`config.mk`:
```
export PLATFORM = sky130hd
export DESIGN_NAME = quantum_token_round_robin_arbiter_unit_flat
export DESIGN_NICKNAME = d
export VERILOG_FILES = /design/src/hdl/qtrra_pkg.sv /design/src/hdl/qtrra_in_if.sv /design/src/hdl/qtrra_out_if.sv /design/src/hdl/qtrra_cfg_if.sv /design/src/hdl/quantum_token_round_robin_arbiter_unit.sv /design/src/flat_wrapper.sv
export SDC_FILE = /design/constraint.sdc
export NUM_CORES = 1
export LEC_CHECK = 0
export ABC_AREA = 1
export BUFFER_PORTS_ARGS = -buffer_cell sky130_fd_sc_hd__buf_4
export CELL_PAD_IN_SITES_DETAIL_PLACEMENT = 1
export CELL_PAD_IN_SITES_GLOBAL_PLACEMENT = 1
export CORE_MARGIN = 2
export CORE_UTILIZATION = 39
export DETAILED_ROUTE_END_ITERATION = 7
export PLACE_DENSITY = 0.73
export RECOVER_POWER = 50
export SKIP_CTS_REPAIR_TIMING = 1
export SYNTH_ARGS = -nofsm -noshare
export SYNTH_HDL_FRONTEND = slang
export SYNTH_SLANG_ARGS = --single-unit
```
`constraint.sdc`:
```
create_clock -name clk -period 2.1 [get_ports clk]
set_input_delay 0.21 -clock clk [delete_from_list [all_inputs] [get_ports clk]]
set_output_delay 0.21 -clock clk [all_outputs]
set_load 0.03 [all_outputs]
```
`src/hdl/qtrra_pkg.sv`:
```
// Package for the quantum token round-robin arbiter.
// Holds default sizes, the quantum field width and the access status codes.
// No dependencies.
package qtrra_pkg;

  localparam int MAX_MASTERS_DEF = 8;
  localparam int ADDR_WIDTH_DEF  = 32;
  localparam int QUANTUM_W       = 32;
  localparam int STATUS_W        = 2;

  typedef enum logic [STATUS_W-1:0] {
    ST_GRANTED     = 2'd0,
    ST_ENLIST_ONLY = 2'd1,
    ST_DENIED      = 2'd2
  } status_t;

endpackage

```
`src/hdl/qtrra_in_if.sv`:
```
// Access channel of the arbiter: valid/ready plus master id, address, quantum.
// Depends on qtrra_pkg.
interface qtrra_in_if #(
  parameter int ID_W   = $clog2(qtrra_pkg::MAX_MASTERS_DEF),
  parameter int ADDR_W = qtrra_pkg::ADDR_WIDTH_DEF
);
  logic                           valid;
  logic                           ready;
  logic [ID_W-1:0]                master_id;
  logic [ADDR_W-1:0]              raw_address;
  logic [qtrra_pkg::QUANTUM_W-1:0] quantum_index;

  modport source (output valid, master_id, raw_address, quantum_index, input ready);
  modport sink   (input valid, master_id, raw_address, quantum_index, output ready);
endinterface

```
`src/hdl/qtrra_out_if.sv`:
```
// Result channel of the arbiter: valid/ready plus clean address, status, holder.
// Depends on qtrra_pkg.
interface qtrra_out_if #(
  parameter int ADDR_W   = qtrra_pkg::ADDR_WIDTH_DEF,
  parameter int HOLDER_W = $clog2(qtrra_pkg::MAX_MASTERS_DEF + 1)
);
  logic                   valid;
  logic                   ready;
  logic [ADDR_W-2:0]      clean_address;
  qtrra_pkg::status_t     access_status;
  logic [HOLDER_W-1:0]    token_holder;

  modport source (output valid, clean_address, access_status, token_holder, input ready);
  modport sink   (input valid, clean_address, access_status, token_holder, output ready);
endinterface

```
`src/hdl/qtrra_cfg_if.sv`:
```
// Configuration write channel of the arbiter: valid/ready plus masters_in_use.
// Depends on qtrra_pkg.
interface qtrra_cfg_if #(
  parameter int CNT_W = $clog2(qtrra_pkg::MAX_MASTERS_DEF + 1)
);
  logic             valid;
  logic             ready;
  logic [CNT_W-1:0] masters_in_use;

  modport source (output valid, masters_in_use, input ready);
  modport sink   (input valid, masters_in_use, output ready);
endinterface

```
`src/hdl/quantum_token_round_robin_arbiter_unit.sv`:
```
// Quantum token round-robin arbiter, top level.
// An accepted access beat moves from the input register into the result register.
// Throughput: one access per cycle while out_bus is not stalled; election is a
// priority pick over the enlist marks between the input register and the result register.
// Reset (rst_n low, synchronous): marks clear, no holder, stored quantum 0,
// masters_in_use back to MAX_MASTERS, both pipeline registers empty.
module quantum_token_round_robin_arbiter_unit #(
  parameter int MAX_MASTERS = qtrra_pkg::MAX_MASTERS_DEF,
  parameter int ADDR_WIDTH  = qtrra_pkg::ADDR_WIDTH_DEF
) (
  input  logic             clk,
  input  logic             rst_n,
  qtrra_in_if.sink         in_bus,
  qtrra_out_if.source      out_bus,
  qtrra_cfg_if.sink        cfg_bus
);
  import qtrra_pkg::*;

  localparam int ID_W  = $clog2(MAX_MASTERS);
  localparam int CNT_W = $clog2(MAX_MASTERS + 1);
  localparam logic [CNT_W-1:0] NO_HOLDER = CNT_W'(MAX_MASTERS);
  localparam logic [CNT_W-1:0] MAX_CNT   = CNT_W'(MAX_MASTERS);

  // input register
  logic                  s1_vld_r;
  logic [ID_W-1:0]       s1_id_r;
  logic [ADDR_WIDTH-1:0] s1_addr_r;
  logic [QUANTUM_W-1:0]  s1_quant_r;

  // result register
  logic                  out_vld_r;
  logic [ADDR_WIDTH-2:0] out_addr_r;
  status_t               out_status_r;
  logic [CNT_W-1:0]      out_holder_r;

  // arbiter state
  logic [MAX_MASTERS-1:0] marks_r, marks_nxt;
  logic [CNT_W-1:0]       holder_r, holder_nxt;
  logic [QUANTUM_W-1:0]   quant_r;
  logic [CNT_W-1:0]       masters_r;

  logic                   fire;
  logic                   new_quantum;
  logic [CNT_W-1:0]       cnt_sat;
  logic [CNT_W-1:0]       start;
  logic [MAX_MASTERS-1:0] cand;
  logic                   hi_found, lo_found;
  logic [CNT_W-1:0]       hi_idx, lo_idx, elected;
  logic [CNT_W-1:0]       id_ext;
  logic [ADDR_WIDTH-2:0]  clean;
  status_t                status;

  assign fire          = s1_vld_r && (!out_vld_r || out_bus.ready);
  assign in_bus.ready  = !s1_vld_r || fire;
  assign cfg_bus.ready = 1'b1;

  assign out_bus.valid         = out_vld_r;
  assign out_bus.clean_address = out_addr_r;
  assign out_bus.access_status = out_status_r;
  assign out_bus.token_holder  = out_holder_r;

  // election over masters below the saturated count, starting after the holder
  always_comb begin
    cnt_sat = (masters_r > MAX_CNT) ? MAX_CNT : masters_r;
    start   = (holder_r < cnt_sat) ? holder_r + CNT_W'(1) : '0;
    hi_found = 1'b0;
    lo_found = 1'b0;
    hi_idx   = '0;
    lo_idx   = '0;
    for (int i = MAX_MASTERS - 1; i >= 0; i--) begin
      cand[i] = marks_r[i] && (CNT_W'(i) < cnt_sat);
      if (cand[i] && CNT_W'(i) >= start) begin
        hi_found = 1'b1;
        hi_idx   = CNT_W'(i);
      end
      if (cand[i]) begin
        lo_found = 1'b1;
        lo_idx   = CNT_W'(i);
      end
    end
    if (hi_found) begin
      elected = hi_idx;
    end else if (lo_found) begin
      elected = lo_idx;
    end else begin
      elected = NO_HOLDER;
    end
  end

  always_comb begin
    new_quantum = (s1_quant_r != quant_r);
    id_ext      = CNT_W'(s1_id_r);
    holder_nxt  = new_quantum ? elected : holder_r;
    marks_nxt   = new_quantum ? '0 : marks_r;
    if (s1_addr_r[ADDR_WIDTH-1] && id_ext < MAX_CNT) begin
      marks_nxt[s1_id_r] = 1'b1;
    end
    clean = s1_addr_r[ADDR_WIDTH-2:0];
    if (clean == '1) begin
      status = ST_ENLIST_ONLY;
    end else if (holder_nxt != NO_HOLDER && id_ext == holder_nxt) begin
      status = ST_GRANTED;
    end else begin
      status = ST_DENIED;
    end
  end

  always_ff @(posedge clk) begin
    if (!rst_n) begin
      s1_vld_r  <= 1'b0;
      out_vld_r <= 1'b0;
      marks_r   <= '0;
      holder_r  <= NO_HOLDER;
      quant_r   <= '0;
      masters_r <= MAX_CNT;
    end else begin
      if (in_bus.valid && in_bus.ready) begin
        s1_vld_r <= 1'b1;
      end else if (fire) begin
        s1_vld_r <= 1'b0;
      end
      if (fire) begin
        out_vld_r <= 1'b1;
      end else if (out_bus.ready) begin
        out_vld_r <= 1'b0;
      end
      // advance state only when the beat moves into the result register
      if (fire) begin
        marks_r  <= marks_nxt;
        holder_r <= holder_nxt;
        quant_r  <= s1_quant_r;
      end
      if (cfg_bus.valid) begin
        masters_r <= cfg_bus.masters_in_use;
      end
    end
  end

  always_ff @(posedge clk) begin
    if (in_bus.valid && in_bus.ready) begin
      s1_id_r    <= in_bus.master_id;
      s1_addr_r  <= in_bus.raw_address;
      s1_quant_r <= in_bus.quantum_index;
    end
    if (fire) begin
      out_addr_r   <= clean;
      out_status_r <= status;
      out_holder_r <= holder_nxt;
    end
  end

endmodule
```
`src/flat_wrapper.sv`:
```
// flat-port wrapper written by rule: the top's interface ports become plain ports
module quantum_token_round_robin_arbiter_unit_flat import qtrra_pkg::*;
#(
  parameter int MAX_MASTERS = qtrra_pkg::MAX_MASTERS_DEF,
  parameter int ADDR_WIDTH  = qtrra_pkg::ADDR_WIDTH_DEF
)
  (clk, rst_n, in_bus_valid, in_bus_master_id, in_bus_raw_address, in_bus_quantum_index, in_bus_ready, out_bus_valid, out_bus_clean_address, out_bus_access_status, out_bus_token_holder, out_bus_ready, cfg_bus_valid, cfg_bus_masters_in_use, cfg_bus_ready);
  qtrra_in_if in_bus_i ();
  qtrra_out_if out_bus_i ();
  qtrra_cfg_if cfg_bus_i ();
  input  logic clk;
  input  logic rst_n;
  input wire logic [$bits(in_bus_i.valid)-1:0] in_bus_valid;
  input wire logic [$bits(in_bus_i.master_id)-1:0] in_bus_master_id;
  input wire logic [$bits(in_bus_i.raw_address)-1:0] in_bus_raw_address;
  input wire logic [$bits(in_bus_i.quantum_index)-1:0] in_bus_quantum_index;
  output wire logic [$bits(in_bus_i.ready)-1:0] in_bus_ready;
  output wire logic [$bits(out_bus_i.valid)-1:0] out_bus_valid;
  output wire logic [$bits(out_bus_i.clean_address)-1:0] out_bus_clean_address;
  output wire logic [$bits(out_bus_i.access_status)-1:0] out_bus_access_status;
  output wire logic [$bits(out_bus_i.token_holder)-1:0] out_bus_token_holder;
  input wire logic [$bits(out_bus_i.ready)-1:0] out_bus_ready;
  input wire logic [$bits(cfg_bus_i.valid)-1:0] cfg_bus_valid;
  input wire logic [$bits(cfg_bus_i.masters_in_use)-1:0] cfg_bus_masters_in_use;
  output wire logic [$bits(cfg_bus_i.ready)-1:0] cfg_bus_ready;
  assign in_bus_i.valid = in_bus_valid;
  assign in_bus_i.master_id = in_bus_master_id;
  assign in_bus_i.raw_address = in_bus_raw_address;
  assign in_bus_i.quantum_index = in_bus_quantum_index;
  assign in_bus_ready = in_bus_i.ready;
  assign out_bus_valid = out_bus_i.valid;
  assign out_bus_clean_address = out_bus_i.clean_address;
  assign out_bus_access_status = out_bus_i.access_status;
  assign out_bus_token_holder = out_bus_i.token_holder;
  assign out_bus_i.ready = out_bus_ready;
  assign cfg_bus_i.valid = cfg_bus_valid;
  assign cfg_bus_i.masters_in_use = cfg_bus_masters_in_use;
  assign cfg_bus_ready = cfg_bus_i.ready;
  quantum_token_round_robin_arbiter_unit #(.MAX_MASTERS(MAX_MASTERS), .ADDR_WIDTH(ADDR_WIDTH)) u_core (.clk(clk), .rst_n(rst_n), .in_bus(in_bus_i), .out_bus(out_bus_i), .cfg_bus(cfg_bus_i));
endmodule
```
* Word-level counts from Yosys, hierarchy flattened *
Index checks and enable logic that the tools add are counted.
Widths: inputs -> output; s select.

cells by class
  mux-type cells = 46
  equality and inequality tests = 4
  reductions and logical operators = 26
  $lt $le $gt $ge = 20
  bitwise logic cells = 1
  $add $sub $neg = 1

operators by type and width
  cell                  count
  $mux 3                16
  $ne 32x32->1          1
  $eq 31x31->1 const B  1
  $mux 1                21
  $logic_and 1x1->1     20
  $mux 4                5
  $ge 3x4->1 const A    4
  $lt 3x4->1 const A    4
  $mux 8                2
  $ge 1x4->1 const A    2
  $ge 2x4->1 const A    2
  $lt 1x4->1 const A    2
  $lt 2x4->1 const A    2
  $or 8x8->8            1
  $add 4x1->4 const B   1
  $eq 3x4->1            1
  $gt 4x4->1 const B    1
  $lt 3x4->1 const B    1
  $lt 4x4->1            1
  $ne 4x4->1 const B    1
  $reduce_bool 2->1     2
  $demux 1 s3           1
  $ge 3x1->1 const B    1
  $logic_not 1->1       2
  other kinds (2)       3

storage, ports and cells
  bits in registers = 154
  logic and storage cells = 110

* Logic depth before layout (Yosys ltp) *
Gate-level depths: netlist of the first run.

  word-level depth = 19
  mapped depth = 26
  depth with buffers taken out = 26

* Worst setup path after synthesis of the first run *
No wires, ideal clock.

  path type = register -> register
  start = reg u_core.out_vld_r (netlist: u_core.out_bus.valid)
  end = reg u_core.s1_addr_r[0] (enable)
  arrival = 2.174 ns
  required time = 1.679 ns
  setup slack = -0.494 ns
  cell stages (with the launch flop) = 4
  path buffers = 0
  setup time = 0.421 ns
  path through = dfxtp_1 > nand3_1 > nand2_1 > inv_1

on the way
  longest elaborated chain between the ends = 5

RTL lines
  item                    line                                           RTL
  from (decl)             quantum_token_round_robin_arbiter_unit.sv:31   logic out_vld_r;
  from (signal assigned)  quantum_token_round_robin_arbiter_unit.sv:111  out_vld_r <= 1'b0;
  from (signal assigned)  quantum_token_round_robin_arbiter_unit.sv:123  out_vld_r <= 1'b1;
  from (signal assigned)  quantum_token_round_robin_arbiter_unit.sv:125  out_vld_r <= 1'b0;
  $logic_not 1->1         quantum_token_round_robin_arbiter_unit.sv:53   assign fire = s1_vld_r && (!out_vld_r || out_bus.ready);
  $logic_or 1x1->1        quantum_token_round_robin_arbiter_unit.sv:53
  $logic_and 1x1->1       quantum_token_round_robin_arbiter_unit.sv:53
  $logic_or 1x1->1        quantum_token_round_robin_arbiter_unit.sv:54   assign in_bus.ready = !s1_vld_r || fire;
  net in_bus_ready        flat_wrapper.sv:17                             output wire logic [$bits(in_bus_i.ready)-1:0] in_bus_ready;
  $logic_and 1x1->1       quantum_token_round_robin_arbiter_unit.sv:140  if (in_bus.valid && in_bus.ready) begin
  to (signal assigned)    quantum_token_round_robin_arbiter_unit.sv:142  s1_addr_r <= in_bus.raw_address;
  to (decl)               quantum_token_round_robin_arbiter_unit.sv:27   logic [ADDR_WIDTH-1:0] s1_addr_r;

The timed path passes the listed nets, and every way through them passes these cells.
A chain may end at the register's enable or synchronous reset.

* Worst setup path in the final report of the first run *
  start = reg u_core.masters_r[3]
  end = reg u_core.out_status_r[1] (netlist: u_core.out_bus.access_status[1]), data pin

on the way
  longest elaborated chain between the ends = 19

RTL lines
  item                                                  line                                           RTL
  from (decl)                                           quantum_token_round_robin_arbiter_unit.sv:40   logic [CNT_W-1:0] masters_r;
  from (signal assigned)                                quantum_token_round_robin_arbiter_unit.sv:134  masters_r <= cfg_bus.masters_in_use;
  $gt 4x4->1                                            quantum_token_round_robin_arbiter_unit.sv:64   cnt_sat = (masters_r > MAX_CNT) ? MAX_CNT : masters_r;
  $mux 4 *                                              quantum_token_round_robin_arbiter_unit.sv:64
  $lt 4x4->1                                            quantum_token_round_robin_arbiter_unit.sv:65   start = (holder_r < cnt_sat) ? holder_r + CNT_W'(1) : '0;
  $mux 4                                                quantum_token_round_robin_arbiter_unit.sv:65
  $ge 3x4->1                                            quantum_token_round_robin_arbiter_unit.sv:72   if (cand[i] && CNT_W'(i) >= start) begin
  $logic_and 1x1->1                                     quantum_token_round_robin_arbiter_unit.sv:72
  $mux 3 / $mux 1 (equally long branches) (8 in a row)  quantum_token_round_robin_arbiter_unit.sv:72
  $mux 4 *                                              quantum_token_round_robin_arbiter_unit.sv:81   if (hi_found) begin
  $mux 4 *                                              quantum_token_round_robin_arbiter_unit.sv:93   holder_nxt = new_quantum ? elected : holder_r;
  $ne 4x4->1 / $eq 3x4->1 (equally long branches)       quantum_token_round_robin_arbiter_unit.sv:101  end else if (holder_nxt != NO_HOLDER && id_ext == holder_nxt) begin
  $logic_and 1x1->1 *                                   quantum_token_round_robin_arbiter_unit.sv:101
  $mux 2 *                                              quantum_token_round_robin_arbiter_unit.sv:101
  to (signal assigned)                                  quantum_token_round_robin_arbiter_unit.sv:147  out_status_r <= status;
  to (decl)                                             quantum_token_round_robin_arbiter_unit.sv:33   status_t out_status_r;

Every way passes the cells marked *; elsewhere a longest branch is shown, timed or not.

==> summary.md, run 1 <==
| Metric | Value |
|---|---|
| Achievable clock frequency | `approximately 0.36 GHz` |
| Final Skew | `0.0113 ns` |
| Final layout net count | `840` |
| Post-Route WL | `~18 mm` |
| Final Hold Fails | `0` |
| Starting density of the core | `0.395` |
| Count of final max-slew check failures | `38` |
| Worst vdd ir | `686 uV` |
| Final core occ | `0.585` |
| Fillcell total | `1,575` |
| Tcrit/Tclk final | `1.31` |
| Routed vias/inst | `4.95` |
| DR DRC count | `0` |
| Asr flop ratio synth | `0` |
| IO buf count | `about 110` |
| Leak | `roughly 3.6 nW` |
| Post-route minimum period | `approximately 2.7 ns` |
| Rel. slew slack | `-0.0610` |
| RSZ-0062 raised after global routing | `yes` |
| Most frequent cells in the layout | `104 x edfxtp_1, 84 x buf_4, 78 x nor2_1` |
| Vias in the first global route | `4,773` |
| Count of standard-cell rows | `45` |
| Full die area | `0.0163 mm2` |
| Boundary Pins | `116` |
| Vias | `4,755` |
| Failing checks | `max-capacitance violations, max-slew violations, negative setup slack` |
| Clk slew on worst S/H paths | `0.06 ns` |
| Final setup fails | `9` |
| Worst setup SP type | `flop` |
| Logic pwr share | `0.110` |
| Reg2Reg Launch Point | `u_core.masters_r[3]` |
| Pin count of the biggest net entering global routing | `68` |
| HP Start | `cfg_bus_masters_in_use[0]` |
| Most used DFF post-synth | `edfxtp_1` |
| CTS tree | `yes` |
| Layout cells sized above 1 | `0.318` |
| Max Cap Viol | `1` |
| PwrDens | `between 800 and 900 mW/mm2` |
| Yosys reg bits | `154` |
| Worst setup margin | `-0.642 ns` |
| Number of routed nets with antenna violations | `0` |
| Worst EP arrival | `between 2 and 3 ns` |
| Root Buffer | `clkbuf_16` |
| Pre-antenna DRT Iters | `5` |
| Synth Cell Area | `0.00596 mm2` |
| Area delta synth->final | `48.2%` |
| Worst-Skew Late Latency | `0.44 ns` |
| Fin Hold WS | `0.00191 ns` |
| Slew @ Worst Pin | `1.59 ns` |
| Sw power | `1.86 mW` |
| Synth cell types | `31` |
| Part of the power in registers | `0.484` |
| Initial antenna violation count | `0` |
| Crit-path max FO | `5` |
| Number of synthesized flops with an enable pin | `104` |
| Net Sw Frac | `0.255` |
| Dpl hpwl | `a little over 10 mm` |
| Routability cong. | `about 0.86` |
| Ant. Diodes | `0` |
| Mean Syn Cell Area | `approximately 11 um2` |
| Multi-input gate area | `0.00186 mm2` |
| Cell Int Power | `5.43 mW` |
| CTS sink count | `roughly 150` |
| Reg area | `~0.0041 mm2` |
| Core footprint | `approximately 0.015 mm2` |
| GRT overflow | `0` |
| Synth Net Count | `about 610` |
| Iteration-0 DRC Markers | `285` |
| Most common cell after layout, fill and taps aside | `edfxtp_1` |
| Setup CP Type | `reg -> reg` |
| Worst setup EP type | `flop` |
| Worst min path class | `in -> reg` |
| First-pass GRT wire length | `23.5 mm` |
| CTS Buffer Depth | `2` |
| Die Ht | `128 um` |
| Routed len/inst | `between 15 and 20 um` |
| Clk pwr share | `0.406` |
| Total chip power | `7.30 mW` |
| Hold depth | `3` |
| Worst EP required | `2.28 ns` |
| Yosys warns | `0` |
| Post-synthesis sequential area ratio | `0.692` |
| Tot GR Track Use | `0.190` |
| H-tree depth | `4` |
| Reg2Reg Setup Slack | `-0.64 ns` |
| R2r worst-path depth | `20` |
| Die span in x | `128 um` |
| Crit path launch | `u_core.masters_r[3]` |
| CTS Buf Count | `17` |
| Synthesized instance count | `531` |
| Outcome | `complete, but fails checks` |
metrics by stage:
stage                     worst slack, ns  instances  area, um2  setup TNS, ns
after floorplan                    -0.160        531       5990         -0.160
after global placement             -0.316        856       7320          -1.22
after detailed placement           -0.472        856       7320          -2.71
after CTS                          -0.545        888       7890          -4.25
after global routing               -0.822        961       8830          -4.28
final                              -0.642        961       8830          -2.78
layer usage:
layer  wire, um  track usage
met5          0            0
met4        326       0.0737
met3        676       0.0469
met2      10100        0.350
met1       6530        0.212
path summary, 6_finish.rpt:
check | endpoint
setup / recovery | u_core.out_bus.access_status[1]
hold / removal | u_core.masters_r[0]
setup reg to reg | u_core.out_bus.access_status[1]
hold reg to reg | u_core.out_bus.clean_address[23]
area by class of cell:
type	instances	area share
Clock inverter	13	0.0125
Timing Repair Buffer	223	0.211
Multi-Input combinational cell	323	0.210
Inverter	41	0.0190
Clock buffer	19	0.0526
Sequential cell	154	0.468
Tap cell	188	0.0266
cell usage after synthesis (all sizes together), types with 2 or more instances:
library cell / instances / area share
a21oi: 20 / 0.017
nor2: 86 / 0.055
nor3b: 2 / 0.0025
o21ai: 44 / 0.038
nand2: 83 / 0.054
edfxtp: 104 / 0.52
ha: 4 / 0.0084
buf: 3 / 0.0025
clkbuf: 10 / 0.0063
nand3: 20 / 0.018
xor2: 28 / 0.041
nor3: 7 / 0.0067
dfxtp: 50 / 0.17
inv: 40 / 0.025
nor4: 8 / 0.0084
nand4: 12 / 0.013
xnor2: 4 / 0.0059
critical path, stage by stage, from the launching register on:
cell	delay (ns)
dfxtp_4	0.38
inv_4	0.05
ha_1	0.33
a21oi_4	0.22
nand3_2	0.16
nor2_1	0.12
nand2_1	0.07
nand2_2	0.07
nand2_2	0.08
nand2_4	0.10
nand2_1	0.08
nand2_1	0.11
nand3_2	0.08
nand3_2	0.08
nand2_2	0.07
nand2_1	0.09
nand2_1	0.08
inv_1	0.07
nand2_1	0.07
nor2_1	0.13
nor2_1	0.05
cell families (layout without fill, tap and decap cells):
family	after synthesis	count (layout)	share of synthesized area
compound gates	65	65	0.0557
xor+xnor	32	32	0.0470
fa+ha+maj	4	4	0.00840
buf+inv	54	296	0.0347
flops	154	154	0.692
other cells	1	1	0.000629
simple gates	221	221	0.161
flip-flops by register name (all words and copies together), names as in the netlist, 3 cells and up:
register,cells
u_core.s1_id_r,3
u_core.marks_r,8
u_core.s1_addr_r,32
u_core.masters_r,4
u_core.s1_quant_r,32
u_core.out_bus.token_holder,4
u_core.quant_r,32
u_core.out_bus.clean_address,31
u_core.holder_r,4
power groups by stage:
| stage | combinational, mW | sequential, mW | clock [mW] |
|---|---|---|---|
| floorplan | 0.279 | 3.63 | 0 |
| global placement | 0.605 | 3.57 | 0 |
| detailed placement | 0.635 | 3.59 | 0 |
| CTS | 0.645 | 3.52 | 3.00 |
| global route | 0.871 | 3.55 | 3.14 |
| finish | 0.804 | 3.53 | 2.96 |
(Power assumes the default switching activity.)
==> run 2, diff against run 1 <==
--- a/config.mk
+++ b/config.mk
@@ -6,13 +6,14 @@
 export NUM_CORES = 1
 export LEC_CHECK = 0
 export ABC_AREA = 1
-export BUFFER_PORTS_ARGS = -buffer_cell sky130_fd_sc_hd__buf_4
 export CELL_PAD_IN_SITES_DETAIL_PLACEMENT = 1
 export CELL_PAD_IN_SITES_GLOBAL_PLACEMENT = 1
 export CORE_MARGIN = 2
-export CORE_UTILIZATION = 39
+export CORE_UTILIZATION = 49
 export DETAILED_ROUTE_END_ITERATION = 7
-export PLACE_DENSITY = 0.73
+export DONT_BUFFER_PORTS = 1
+export GPL_TIMING_DRIVEN = 0
+export PLACE_DENSITY = 0.75
 export RECOVER_POWER = 50
 export SKIP_CTS_REPAIR_TIMING = 1
 export SYNTH_ARGS = -nofsm -noshare
==> constraint.sdc (replaced) <==
create_clock -name clk -period 2.57 [get_ports clk]
set_input_delay 0.257 -clock clk [delete_from_list [all_inputs] [get_ports clk]]
set_output_delay 0.257 -clock clk [all_outputs]
set_load 0.03 [all_outputs]
==> run 2 against run 1 <==
- the flow finishes with violations (negative setup slack)
- via count decreased by 10%
- fmax decreased by 5.5%
- clock skew increased by 0.0065 ns
- sequential power decreased by 16%
- highest routed layer unchanged
==> summary.md, run 2 (synthesis results as in run 1) <==
| Metric | Value |
|---|---|
| Worst setup SP type | `flop` |
| GRT overflow | `0` |
| Final layout net count | `a little over 700` |
| Dpl hpwl | `9.08 mm` |
| Most frequent cells in the layout | `104 x edfxtp_1, 81 x nor2_1, 70 x dlygate4sd3_1` |
| HP Start | `cfg_bus_valid` |
| R2r worst-path depth | `25` |
| Ant. Diodes | `0` |
| Slowest CP cell | `dfxtp_4` |
| CTS sink count | `between 150 and 200` |
| Top cell by count, worst path | `nand2_1` |
| CTS Buf Count | `17` |
| Hold depth | `2` |
| Slew @ Worst Pin | `0.621 ns` |
| Final setup fails | `3` |
| First-pass GRT wire length | `between 20 and 25 mm` |
| Core footprint | `0.0120 mm2` |
| PwrDens | `782 mW/mm2` |
| Count of standard-cell rows | `40` |
| Worst setup margin | `-0.331 ns` |
| Final Skew | `0.0178 ns` |
| Boundary Pins | `~120` |
| Worst-Skew Late Latency | `roughly 0.43 ns` |
| Starting density of the core | `0.498` |
| RSZ-0062 raised after global routing | `yes` |
| Pin count of the biggest net entering global routing | `68` |
| Full die area | `approximately 0.013 mm2` |
| DR DRC count | `0` |
| Iteration-0 DRC Markers | `239` |
| CTS tree | `yes` |
| Routability cong. | `slightly below 0.9` |
| Routed len/inst | `20.9 um` |
| Tcrit/Tclk final | `1.13` |
| Leak | `2.98 nW` |
| Failing checks | `negative setup slack` |
| Worst EP arrival | `3.09 ns` |
| Number of routed nets with antenna violations | `0` |
| Worst setup EP type | `flop` |
| Worst vdd ir | `692 uV` |
| Crit-path max FO | `5` |
| Crit path largest cell delay | `0.37 ns` |
| Initial antenna violation count | `0` |
| Vias in the first global route | `4,056` |
| Top flop regs | `u_core.quant_r (32), u_core.s1_addr_r (32), u_core.s1_quant_r (32)` |
| Die span in x | `114 um` |
| Finished Cell Area | `0.00772 mm2` |
| Setup CP Type | `reg -> reg` |
| Vias | `4,268` |
| Worst min path class | `in -> reg` |
| CTS Buffer Depth | `2` |
| Outcome | `complete, but fails checks` |
| Crit path buf inv count | `2` |
| H-tree depth | `4` |
| Most common cell after layout, fill and taps aside | `edfxtp_1` |
| CP top delay family | `simple AND/OR/NAND/NOR gates` |
| Post-Route WL | `roughly 16 mm` |
| Routed vias/inst | `between 5 and 6` |
| Reg2Reg Setup Slack | `-0.33 ns` |
| Clk slew on worst S/H paths | `roughly 0.060 ns` |
| Root Buffer | `clkbuf_16` |
| Rel. slew slack | `0.582` |
| Post-Place Setup Slack | `-0.462 ns` |
| Layout cells sized above 1 | `0.125` |
| Final core occ | `0.645` |
| Post-route minimum period | `2.90 ns` |
| Tot GR Track Use | `0.209` |
| Die Ht | `114 um` |
| Area delta synth->final | `29.5%` |
| Hold endpoint | `u_core.masters_r[0]` |
| Placed cell areas | `0.00617 mm2` |
| Final Hold Fails | `0` |
| Achievable clock frequency | `0.345 GHz` |
| Reg2Reg Launch Point | `u_core.masters_r[3]` |
| Pre-antenna DRT Iters | `5` |
| IO buf count | `0` |
| Max Cap Viol | `0` |
| Count of final max-slew check failures | `0` |
| Reg2reg end | `u_core.out_bus.access_status[1]` |
| Worst EP required | `~2.8 ns` |
-- run 2: cell count changes in the layout (fill, tap and decap cells not counted), moves of 4 or more --
cell / previous run / this run
nand3_1: 11 / 16
nand3_2: 8 / 3
clkbuf_1: 3 / 13
clkbuf_4: 65 / 0
buf_4: 84 / 7
nand2_2: 14 / 10
o21ai_0: 37 / 41
-- run 2: final cells by class --
class                      count  area [um2]
fill                        1176        4240
buffer                        13        52.6
multi-input combinational    323        1780
clock inverter                 8         103
sequential                   154        4130
timing repair buffer          78         786
clock buffer                  24         524
tap                          147         184
inverter                      41         163
-- run 2: worst max path at each step --
| stage | from | end | slack [ns] | cells past startpoint |
|---|---|---|---|---|
| 2_1_floorplan | u_core.out_bus.valid | u_core.s1_addr_r[0] | 0.09 | 3 |
| 3_3_place_gp | u_core.out_bus.valid | u_core.out_bus.clean_address[23] | -0.49 | 4 |
| 3_5_place_dp | u_core.out_bus.valid | u_core.s1_addr_r[9] | -0.46 | 3 |
| 4_1_cts | u_core.out_bus.valid | u_core.s1_addr_r[9] | -0.52 | 3 |
| 5_1_grt | u_core.masters_r[3] | u_core.out_bus.access_status[1] | -0.46 | 25 |
| 6_report | u_core.masters_r[3] | u_core.out_bus.access_status[1] | -0.33 | 25 |
-- run 2: worst reg2reg max path: stages, from the launching register on --
cell	delay, ns
dfxtp_4	0.37
inv_6	0.09
nand2_4	0.06
ha_4	0.24
nand2_2	0.06
nand2_2	0.08
nand2_4	0.11
nand2_2	0.06
inv_2	0.10
nand2_4	0.08
nand2_2	0.09
nand2_2	0.06
nand2_2	0.09
nand2_1	0.08
nand2_1	0.09
nand2_1	0.07
nand2_1	0.07
nand2_1	0.06
nand2_1	0.06
nand2_1	0.05
nand3_1	0.15
nand2_2	0.13
nand2_1	0.09
nand2_1	0.09
nor2_2	0.18
nor2_1	0.06
-- run 2: metrics by stage --
step           power, mW  setup TNS, ns  std cells  hold WS [ns]
2_1_floorplan       3.19              0        531         0.356
3_3_place_gp        3.27         -45.01        678         0.356
3_5_place_dp        3.29         -31.16        679         0.356
4_1_cts             5.88         -34.75        711       -0.0951
5_1_grt             6.22          -1.16        788        0.0114
6_report            6.03         -0.455        788       0.00141
-- run 2: layer usage --
layer,global-route usage,vias up,wire (um)
met3,0.0487,31,754
met2,0.386,142,9090
met4,0.0959,0,421
met1,0.226,2089,6180
met5,0,-,0
li1,-,2006,-
-- run 2: where the power goes --
part,switching [mW],internal (mW),total [mW]
Clock,0.996,1.63,2.63
Sequential,0.148,2.80,2.95
Combinational,0.265,0.191,0.457
